[src/rtl/vid_pkg.sv]
// Shared constants and types for the vertex index deduplication table.
`default_nettype none

package vid_pkg;

    // Width of each incoming index field
    localparam int unsigned FIELD_W     = 20;
    // Width of the vertex id on the result port
    localparam int unsigned VERTEX_ID_W = 8;

    // Default table size and stored index width
    localparam int unsigned DEFAULT_TABLE_DEPTH = 256;
    localparam int unsigned DEFAULT_INDEX_BITS  = 20;

    // Status that travels with a request along the cell chain
    typedef struct packed {
        logic valid;   // slot holds a request
        logic found;   // request matched or was inserted upstream
        logic is_new;  // request was inserted upstream
    } vid_flags_t;

endpackage

`default_nettype wire

[src/rtl/vid_cell.sv]
// One table cell: holds one stored triple and one pipeline slot of the request chain.
`default_nettype none

module vid_cell
    import vid_pkg::*;
#(
    parameter int unsigned INDEX_BITS = DEFAULT_INDEX_BITS,
    parameter int unsigned ID_W       = 8,
    parameter int unsigned SLOT       = 0
)
(
    input  logic                    clk,
    input  logic                    rst_n,
    input  logic                    advance,
    input  vid_flags_t              flags_in,
    input  logic [3*INDEX_BITS-1:0] key_in,
    input  logic [ID_W-1:0]         id_in,
    output vid_flags_t              flags_out,
    output logic [3*INDEX_BITS-1:0] key_out,
    output logic [ID_W-1:0]         id_out
);

    localparam int unsigned KEY_W = 3 * INDEX_BITS;

    logic [KEY_W-1:0] entry_key_reg;
    logic             entry_valid_reg;
    logic             entry_valid_next;
    vid_flags_t       flags_reg;
    vid_flags_t       flags_next;
    logic [KEY_W-1:0] key_reg;
    logic [ID_W-1:0]  id_reg;
    logic [ID_W-1:0]  id_next;
    logic             hit;
    logic             ins;

    // Compare the passing request against the stored triple
    assign hit = flags_in.valid && !flags_in.found && entry_valid_reg
                 && (entry_key_reg == key_in);
    // Claim this cell when it is the first empty one the request meets
    assign ins = flags_in.valid && !flags_in.found && !entry_valid_reg;

    // Work out what this cell hands to its neighbour
    always_comb
    begin
        flags_next.valid  = flags_in.valid;
        flags_next.found  = flags_in.found | hit | ins;
        flags_next.is_new = flags_in.is_new | ins;
        id_next           = (hit || ins) ? ID_W'(SLOT) : id_in;
        entry_valid_next  = entry_valid_reg | ins;
    end

    // Advance control state
    always_ff @(posedge clk or negedge rst_n)
    begin
        if (!rst_n)
        begin
            flags_reg       <= '0;
            entry_valid_reg <= 1'b0;
        end
        else if (advance)
        begin
            flags_reg       <= flags_next;
            entry_valid_reg <= entry_valid_next;
        end
    end

    // Advance payload and store the key on insertion
    always_ff @(posedge clk)
    begin
        if (advance)
        begin
            key_reg <= key_in;
            id_reg  <= id_next;
            if (ins)
            begin
                entry_key_reg <= key_in;
            end
        end
    end

    assign flags_out = flags_reg;
    assign key_out   = key_reg;
    assign id_out    = id_reg;

endmodule

`default_nettype wire

[config.mk]
export PLATFORM = sky130hd
export DESIGN_NAME = vid_cell
export DESIGN_NICKNAME = d
export VERILOG_FILES = /design/src/rtl/vid_pkg.sv /design/src/rtl/vid_cell.sv
export SDC_FILE = /design/constraint.sdc
export NUM_CORES = 1
export LEC_CHECK = 0
export BUFFER_PORTS_ARGS = -buffer_cell sky130_fd_sc_hd__buf_2
export CAP_MARGIN = 15
export CORE_MARGIN = 2
export CORE_UTILIZATION = 55
export CTS_CLUSTER_DIAMETER = 40
export CTS_CLUSTER_SIZE = 10
export DETAILED_ROUTE_END_ITERATION = 10
export PLACE_DENSITY = 0.85
export SYNTH_ARGS = -nofsm -noshare
export SYNTH_HDL_FRONTEND = slang
export SYNTH_SLANG_ARGS = --single-unit
[constraint.sdc]
create_clock -name clk -period 6 [get_ports clk]
set_clock_uncertainty 0.15 [all_clocks]
set_input_delay 0.9 -clock clk [delete_from_list [all_inputs] [get_ports clk]]
set_output_delay 0.9 -clock clk [all_outputs]
set_load 0.02 [all_outputs]
==> metrics.yaml, run 1 <==
placement:
  place_congestion: 0.719
  hpwl_um: 5830
  io_buffers: 144
cells_and_area:
  multi_input_area_um2: 825
  num-fill-cells: 499
  finish.utilization_pct: 75.2
  drive_gt1_share_pct: 44.1
  seqCellArea_um2: 3940
  area_growth_pct: 31.0
  nNetsFinal: 471
  n_antenna_cell: 0
floorplan:
  dieArea_um2: 9420
  die_h_um: 97.1
  die_w_um: 97.1
  core_um2: 8300
  initial_core_util_pct: 57.4
  io_pins: 145
  rows: 33
setup_path:
  r2r_slack_ns: 3.75
  r2r_end: "id_out[0]$_SDFFCE_PP0P_"
  cp_cell_sequence: "buf_2 > xor2_1 > nor4_1 > nand4_1 > nor4_4 > nor3b_1"
  cp_data_arrival_time_ns: 2.46
  r2r-start: "entry_key_reg[51]$_DFFE_PP_"
  critPathSlowestCell: "nor4_4"
  critical_path_peak_fanout: 9
  reg2reg_depth: 5
  cp_top_family: "simple AND/OR/NAND/NOR gates"
  endpoint_kind: "flip-flop"
  path_buf_inv: 1
  cpPeakStageDelay_ns: 0.55
  start_kind: "input pin"
  worst_ep_required_time_ns: 6.07
  worstSetupPathType: "in2reg"
timing:
  hold_viol_final: 0
  slew_viol_final: 0
  slew_headroom_pct: 39.3
  fmax_mhz: 419
  hold_ws_ns: 0.0510
  tightest_slew_ns: 0.911
  fin_crit_sh_pct: 39.8
  setup_viol: 0
  period_needed_ns: 2.39
  rsz0062_at_grt: "no"
  setup_tns_ns: 0
synthesis:
  synth.area.top_cells: "edfxtp_1, xor2_1, xnor2_1, dfrtp_1, nor4_1"
  synth.ff_latch_count: 132
  post-synth-top-count-cell: "edfxtp_1"
  synth.distinct_cells: 22
  async_flop_share_pct: 3.03
  synth_commonest_cells: "edfxtp_1, xor2_1, xnor2_1, nor4_1, nor3b_1"
  synth_area_leader_cell: "edfxtp_1"
  synth_warnings: 0
  syn_area_um2: 4760
  syn_inst: 233
  syn_nets: 307
  ys_seq_area_share_pct: 82.8
  synth_edf_count: 128
  synth_top_area_share_pct: 80.7
  post_synth.cell_area_avg_um2: 20.4
  synth_ff_type: "edfxtp_1"
detailed_routing:
  wl_met2_um: 4310
  wl_met1_um: 3490
  ant_nets: 0
  top_layer: "met4"
  vias: 2628
  initialDrtViolationCount: 86
  first_pass_iters: 4
  wl_met3_um: 578
  drc: 0
  post_drt_wl_per_cell_um: 16.5
  wirelength_um: 8510
  via_per_inst: 5.10
global_routing:
  globalRoute.totalOverflow: 0
  grt_usage_pct: 19.2
  grt_start_max_net_pins: 73
  grt_pass1_vias: 2825
  antenna_found_initial: 0
  grt_pass1_wl_um: 13800
clocking:
  clock-sinks: 132
  clock_path_buffers: 2
  cts_resized: 0
  clkSlewWorstSetupHoldPaths_ns: 0.06
  postCtsSetupBuffers: 0
  cts-buffers-inserted: 17
  cts_tree: "yes"
  clock_latency_ns: 0.49
  cts_root_buffer: "clkbuf_8"
  htree_levels: 4
  cts_hold_buf: 0
pwr:
  internal-power_mw: 1.78
  pwr-share-clk_pct: 45.8
  p_sw_mw: 0.475
  power_density_nw_per_um2: 362
  comb_power_share_pct: 7.2
  power_frac_seq_pct: 47.1
  switching_share_pct: 21.0
  ir_drop_mv: 0.250
  leakage_nw: 2.41
run:
  cap_violations: 0
hold_path:
  hp-class: "in2async"
status:
  status: "completed"
power groups by stage:
stage          Combinational (mW)  Clock (mW)  Sequential [mW]
2_1_floorplan              0.0211           0             1.13
3_3_place_gp                0.158           0             1.08
3_5_place_dp                0.163           0             1.08
4_1_cts                     0.164        1.05             1.06
5_1_grt                     0.173        1.10             1.07
6_report                    0.162        1.03             1.06
worst register-to-register path: cells and delay by family (launching register included):
kind / cells / cell delay (ns)
xor+xnor: 1 / 0.15
simple gates: 4 / 1.28
flops: 1 / 0.39
worst max path at each step:
stage                     start                          to  slack (ns)  cells past startpoint
finish               key_in[51]     id_out[0]$_SDFFCE_PP0P_        3.61                      6
global route         key_in[51]     id_out[3]$_SDFFCE_PP0P_        3.46                      6
CTS                  key_in[51]     id_out[0]$_SDFFCE_PP0P_        3.58                      6
detailed placement   key_in[51]     id_out[4]$_SDFFCE_PP0P_        3.07                      6
global placement     key_in[51]     id_out[1]$_SDFFCE_PP0P_        3.11                      6
floorplan           flags_in[2]  entry_key_reg[0]$_DFFE_PP_        1.69                      3
cell type report:
class,count,area share (%)
Clock buffer,18,6.69
Clock inverter,14,2.99
Multi-Input combinational cell,100,13.2
Tap cell,105,2.10
Timing Repair Buffer,146,11.8
Sequential cell,132,63.2
kinds of logic (layout without fill, tap and decap cells):
logic type / Yosys count / count (layout) / synth area share, %
XOR/XNOR: 60 / 60 / 11.2
flip-flops: 132 / 132 / 82.8
AND/OR/NAND/NOR: 36 / 36 / 5.23
buffers and inverters: 1 / 178 / 0.0787
multiplexers: 2 / 2 / 0.446
AO/OA/AOI/OAI: 2 / 2 / 0.289
through the flow:
step           power (mW)  cell area (µm²)  setup WS [ns]  cells
3_5_place_dp         1.24             5640           3.07    483
5_1_grt              2.34             6240           3.46    515
6_report             2.26             6240           3.61    515
2_1_floorplan        1.16             4760           1.69    233
4_1_cts              2.28             6240           3.58    515
3_3_place_gp         1.24             5640           3.11    483
per-layer routing:
metal | track usage (%) | up-vias
met4 | 7.69 | 0
met1 | 23.8 | 1270
li1 | - | 1231
met5 | 0 | -
met3 | 6.33 | 14
met2 | 31.5 | 113
cell usage in the layout, fill, tap and decap left out, drive strengths merged:
cell,Yosys,routed
buf,0,146
bufinv,0,4
clkbuf,1,18
clkinv,0,6
clkinvlp,0,4
dfrtp,4,4
edfxtp,128,128
mux2,1,1
mux2i,1,1
nand2,1,1
nand2b,2,2
nand3,1,1
nand3b,1,1
nand4,6,6
nor2,1,1
nor2b,2,2
nor3,1,1
nor3b,8,8
nor4,12,12
o21ai,1,1
o22a,1,1
or4,1,1
xnor2,13,13
xor2,47,47
Note: power is estimated with default switching activity, not from simulation.
==> run 2, diff against run 1 <==
Settings changed: ABC_AREA set to 1, CORE_UTILIZATION 55 to 47, PLACE_DENSITY 0.85 to 0.76.
Clock period 6 ns to 2.17 ns, I/O delays scaled along.
==> run 2 against run 1 <==
  * Final area increased by 21%
  * Via count increased by 54%
  * Clock power increased to 2.8 times the previous value
  * Die area increased by 31%
  * Largest cell class unchanged
  * Combinational power increased to 3.6 times the previous value
  * Flip-flop and latch count unchanged
  * Worst setup slack got worse by 3.4 ns
  * Wire length increased by 38%
  * Sequential share of layout area decreased by 11 points
  * Highest routed layer unchanged
  * Register-to-register slack got worse by 3.3 ns
==> metrics.yaml, run 2 <==
status:
  status: "completed"
synthesis:
  synth_top_area_share_pct: 71.6
  synth_warnings: 0
  synth.area.top_cells: "edfxtp_1, nand2_1, inv_1, nor2_1, dfrtp_1"
  post_synth.cell_area_avg_um2: 10.8
  synth_edf_count: 128
  syn_inst: 499
  ys_seq_area_share_pct: 73.4
  synth_commonest_cells: "nand2_1, edfxtp_1, inv_1, nor2_1, dfrtp_1"
  syn_area_um2: 5370
  synth.ff_latch_count: 132
  syn_nets: 573
  synth.distinct_cells: 14
  post-synth-top-count-cell: "nand2_1"
  synth_area_leader_cell: "edfxtp_1"
  synth_ff_type: "edfxtp_1"
  async_flop_share_pct: 3.03
detailed_routing:
  first_pass_iters: 4
  via_per_inst: 4.56
  wirelength_um: 11800
  ant_nets: 0
  drc: 0
  post_drt_wl_per_cell_um: 13.3
  vias: 4037
  initialDrtViolationCount: 238
floorplan:
  initial_core_util_pct: 47.7
  io_pins: 145
  die_w_um: 111
  die_h_um: 111
  dieArea_um2: 12300
  core_um2: 11300
  rows: 39
global_routing:
  grt_usage_pct: 19.9
  grt_use_met3_pct: 6.34
  grt_start_max_net_pins: 41
  grtUsageMet1_pct: 21.0
  grt_pass1_vias: 4281
  grt_pass1_wl_um: 19200
  grt-busiest-layer: "met2"
  antenna_found_initial: 0
  globalRoute.totalOverflow: 0
  grtUsageMet2_pct: 36.2
timing:
  slew_viol_final: 0
  slew_headroom_pct: 63.2
  hold_ws_ns: 0.0178
  fmax_mhz: 511
  rsz0062_at_grt: "no"
  period_needed_ns: 1.96
  tightest_slew_ns: 0.551
  setup_ws_ns: 0.214
  hold_viol_final: 0
  setup_viol: 0
  setup_tns_ns: 0
  fin_crit_sh_pct: 90.1
setup_path:
  critPathSlowestCell: "dlygate4sd3_1"
  r2r_slack_ns: 0.43
  worstSetupPathType: "in2reg"
  worst_ep_required_time_ns: 2.19
  cpPeakStageDelay_ns: 0.55
  cp_data_arrival_time_ns: 1.97
  r2r-start: "entry_key_reg[40]$_DFFE_PP_"
  crit_end: "id_out[4]$_SDFFCE_PP0P_"
  crit_top_cell: "nor2_1"
  path_buf_inv: 2
  cp_top_family: "simple AND/OR/NAND/NOR gates"
  cp_cell_sequence: "dlygate4sd3_1 > buf_2 > nor2_1 > nor2_1 > nor2_1 > nand2_1 > nor2_1 > nand2_1 > nor2_2 > nand2_2 > nand2_4 > nor2_1"
  reg2reg_depth: 10
  crit_start: "key_in[23]"
  crit_cells: 12
  endpoint_kind: "flip-flop"
  critical_path_peak_fanout: 8
  r2r_end: "id_out[4]$_SDFFCE_PP0P_"
  start_kind: "input pin"
placement:
  dp_cells: 791
  hpwl_um: 7630
  place_congestion: 0.730
  place_ws_ns: 0.291
  io_buffers: 144
pwr:
  comb_power_share_pct: 9.0
  pwr-share-clk_pct: 45.3
  fin_total_pwr_mw: 6.44
  power_frac_seq_pct: 45.8
  internal-power_mw: 5.05
  switching_share_pct: 21.5
  ir_drop_mv: 0.559
  leakage_nw: 3.63
  p_sw_mw: 1.38
  power_density_nw_per_um2: 852
cells_and_area:
  area_growth_pct: 40.7
  drive_gt1_share_pct: 24.8
  n_antenna_cell: 0
  layout_common_cells: "nand2_1, buf_2, edfxtp_1, inv_1, nor2_1"
  stdcell_count: 886
  final_common_cell: "nand2_1"
  nNetsFinal: 804
clocking:
  cts-buffers-inserted: 17
  htree_levels: 4
  clock_path_buffers: 2
  cts_tree: "yes"
  clock_latency_ns: 0.41
  cts_resized: 0
  clkSlewWorstSetupHoldPaths_ns: 0.05
  clock-sinks: 132
  cts_root_buffer: "clkbuf_16"
  postCtsSetupBuffers: 0
hold_path:
  hp-class: "in2reg"
  hold_path_depth: 3
run:
  cap_violations: 0
-- run 2: cell count changes after synthesis, moves of 6 or more --
cell,previous run,this run
inv_1,0,113
nand2_1,1,172
nand4_1,6,0
nor2_1,1,66
nor3b_1,8,0
nor4_1,11,0
xnor2_1,12,3
xor2_1,47,0
-- run 2: routing by layer --
metal  wire length (µm)  up-vias
li1                   -     2004
met1               4540     1889
met2               6380      122
met3                608       22
met4                230        0
met5                  0        -
-- run 2: what timing repair did --
action | in CTS | in global routing
hold endpoints to repair | 126 | 0
hold buffers | 63 | 0
endpoints found under the setup margin | 0 | 0
-- run 2: cells by family (layout without fill, tap and decap cells) --
| group | count (synthesis) | in the layout | synth area share, % |
|---|---|---|---|
| AND/OR/NAND/NOR | 247 | 247 | 17.8 |
| flip-flops | 132 | 132 | 73.4 |
| buffers and inverters | 113 | 357 | 7.90 |
| AO/OA/AOI/OAI | 4 | 4 | 0.419 |
| XOR/XNOR | 3 | 3 | 0.489 |
-- run 2: cell type report --
type / instances / area [µm²]
inverter: 113 / 424
sequential: 132 / 3940
timing repair buffer: 212 / 1400
multi-input combinational: 254 / 1010
fill: 834 / 3710
clock inverter: 12 / 161
tap: 143 / 179
clock buffer: 20 / 437
-- run 2: metrics by stage --
step / area (µm²) / util [%]
3_5_place_dp: 6330 / 56.2
2_1_floorplan: 5380 / -
3_3_place_gp: 6330 / 56.2
5_1_grt: 7560 / 67.1
4_1_cts: 7560 / 67.1
6_report: 7560 / 67.1
-- run 2: worst min-delay path by stage --
stage	slack, ns	end	startpoint
6_report	0.02	entry_valid_reg$_DFFE_PN0P_	flags_in[2]
5_1_grt	0.03	entry_valid_reg$_DFFE_PN0P_	flags_in[2]
4_1_cts	0.0008	entry_valid_reg$_DFFE_PN0P_	flags_in[2]
3_5_place_dp	-0.008	flags_out[0]$_DFFE_PN0P_	rst_n
3_3_place_gp	-0.01	flags_out[0]$_DFFE_PN0P_	rst_n
2_1_floorplan	-0.12	entry_valid_reg$_DFFE_PN0P_	rst_n
-- run 2: worst reg2reg max path, stage by stage (launching register included) --
cell and delay [ns]:
edfxtp_1 0.40, nand2_1 0.09, nand2_1 0.05, nor2_1 0.09, nand2_1 0.06, nor2_1 0.18, nand2_1 0.10, nor2_2 0.12
nand2_2 0.10, nand2_4 0.11, nor2_1 0.05
-- run 2: power by group through the flow --
stage / Combinational, mW / Sequential, mW / Clock (mW)
after global routing: 0.625 / 2.96 / 3.07
after CTS: 0.576 / 2.95 / 2.97
after global placement: 0.467 / 2.99 / 0
after floorplan: 0.0845 / 3.14 / 0
final: 0.577 / 2.95 / 2.91
after detailed placement: 0.485 / 3.00 / 0
==> run 3, diff against run 2 <==
Settings changed: CELL_PAD_IN_SITES_DETAIL_PLACEMENT set to 0, CELL_PAD_IN_SITES_GLOBAL_PLACEMENT set to 1, CORE_UTILIZATION 47 to 36, CTS_CLUSTER_SIZE 10 to 40, PLACE_DENSITY 0.76 to unset, PLACE_DENSITY_LB_ADDON set to 0.1.
==> run 3 against run 2 <==
  * Final area grew 0.76%
  * Non-clock buffer count grew 1
  * Critical endpoint is now id_out[0]$_SDFFCE_PP0P_
  * Maximum frequency grew 2.4%
  * Cell count grew 4.7%
  * Total power shrank 2.1%
  * Count of clock-buffer cells in the layout shrank 2
  * Global-route usage shrank 5.7 points
  * Worst setup slack gained 0.046 ns
  * Sequential share of layout area shrank 0.39 points
==> metrics.yaml, run 3 (synthesis results as in run 2) <==
setup_path:
  cp_data_arrival_time_ns: 1.93
  start_kind: "input pin"
  reg2reg_depth: 10
  worstSetupPathType: "in2reg"
  worst_ep_required_time_ns: 2.19
  crit_start: "key_in[19]"
  endpoint_kind: "flip-flop"
  r2r-start: "entry_key_reg[19]$_DFFE_PP_"
  r2r_end: "id_out[0]$_SDFFCE_PP0P_"
  critical_path_peak_fanout: 8
  r2r_slack_ns: 0.47
hold_path:
  hold_end: "entry_valid_reg$_DFFE_PN0P_"
  hp-class: "in2reg"
  hold_path_depth: 4
  hp-start: "flags_in[1]"
run:
  cap_violations: 0
cells_and_area:
  final_common_cell: "nand2_1"
  n_antenna_cell: 0
  nNetsFinal: 805
  drive_gt1_share_pct: 24.3
  num-fill-cells: 1343
  layout_common_cells: "nand2_1, buf_2, edfxtp_1, inv_1, nor2_1"
  stdcell_count: 928
  area_growth_pct: 41.8
detailed_routing:
  first_pass_iters: 4
  via_per_inst: 4.13
  initialDrtViolationCount: 195
  drc: 0
  vias: 3833
  wirelength_um: 10700
  post_drt_wl_per_cell_um: 11.6
  ant_nets: 0
timing:
  tightest_slew_ns: 0.414
  setup_tns_ns: 0
  hold_viol_final: 0
  hold_ws_ns: 0.0469
  fmax_mhz: 524
  period_needed_ns: 1.91
  setup_viol: 0
  rsz0062_at_grt: "no"
  fin_crit_sh_pct: 88.0
  slew_viol_final: 0
  slew_headroom_pct: 72.3
global_routing:
  globalRoute.totalOverflow: 0
  grt_pass1_vias: 3736
  grt_usage_pct: 14.2
  antenna_found_initial: 0
  grt_start_max_net_pins: 72
  grt_pass1_wl_um: 17400
pwr:
  ir_drop_mv: 0.571
  leakage_nw: 3.62
  power_density_nw_per_um2: 828
clocking:
  clock-sinks: 132
  cts_root_buffer: "clkbuf_16"
  cts-buffers-inserted: 17
  cts_tree: "yes"
  clock_path_buffers: 2
  clkSlewWorstSetupHoldPaths_ns: 0.06
  clock_latency_ns: 0.41
  htree_levels: 4
  cts_resized: 0
placement:
  hpwl_um: 7060
  io_buffers: 144
  place_congestion: 0.701
  dp_cells: 833
floorplan:
  core_um2: 14500
  die_h_um: 126
  rows: 44
  dieArea_um2: 15900
  die_w_um: 126
  io_pins: 145
  initial_core_util_pct: 37.0
status:
  status: "completed"
[run 3: what timing repair did]
action,in CTS,in global routing
hold endpoints to repair,126,0
hold buffers,63,0
setup buffers,0,0
[run 3: worst max-delay path: stages]
cell and delay [ns]:
dlygate4sd3_1 0.53, buf_2 0.15, nor2_1 0.10, nor2_1 0.05
nor2_1 0.10, nand2_1 0.09, nor2_1 0.15, nand2_1 0.08
nor2_2 0.09, nand2_2 0.10, nand2_4 0.11, nor2_1 0.05
[run 3: how the worst max path moves through the flow]
stage                     slack (ns)  cells past startpoint                         end
after floorplan                 0.02                      3  entry_key_reg[0]$_DFFE_PP_
after global placement          0.38                     11     id_out[2]$_SDFFCE_PP0P_
after detailed placement        0.37                     11     id_out[0]$_SDFFCE_PP0P_
after CTS                       0.26                     12     id_out[0]$_SDFFCE_PP0P_
after global routing            0.06                     13     id_out[0]$_SDFFCE_PP0P_
final                           0.26                     12     id_out[0]$_SDFFCE_PP0P_
[run 3: layout make-up]
| type | instances | area [µm²] | area share (%) |
|---|---|---|---|
| tap | 184 | 230 | 3.02 |
| sequential | 132 | 3940 | 51.8 |
| clock buffer | 18 | 429 | 5.63 |
| inverter | 113 | 424 | 5.57 |
| timing repair buffer | 213 | 1440 | 18.9 |
| multi-input combinational | 254 | 1010 | 13.3 |
| clock inverter | 14 | 143 | 1.87 |
[run 3: per-layer routing]
metal,GRT usage (%),part of all wire (%),vias up
met1,17.3,46,1727
met4,4.85,1.1,0
li1,-,-,2005
met3,5.48,5.5,7
met5,0,0,-
met2,23.2,48,94
[run 3: report_power, final]
part	leakage, nW	switching (mW)	internal (mW)	total (mW)
logic	2.10	0.332	0.236	0.568
clock network	0.276	1.02	1.77	2.79
registers	1.25	0.0251	2.92	2.94
[run 3: per-stage QoR]
stage | util, % | power (mW) | cell area [µm²] | worst slack (ns)
final | 52.4 | 6.30 | 7620 | 0.260
after global routing | 52.4 | 6.55 | 7620 | 0.0648
after CTS | 52.4 | 6.40 | 7620 | 0.264
after detailed placement | 44.1 | 3.48 | 6410 | 0.371
after global placement | 44.1 | 3.47 | 6410 | 0.384
after floorplan | - | 3.23 | 5380 | 0.0225
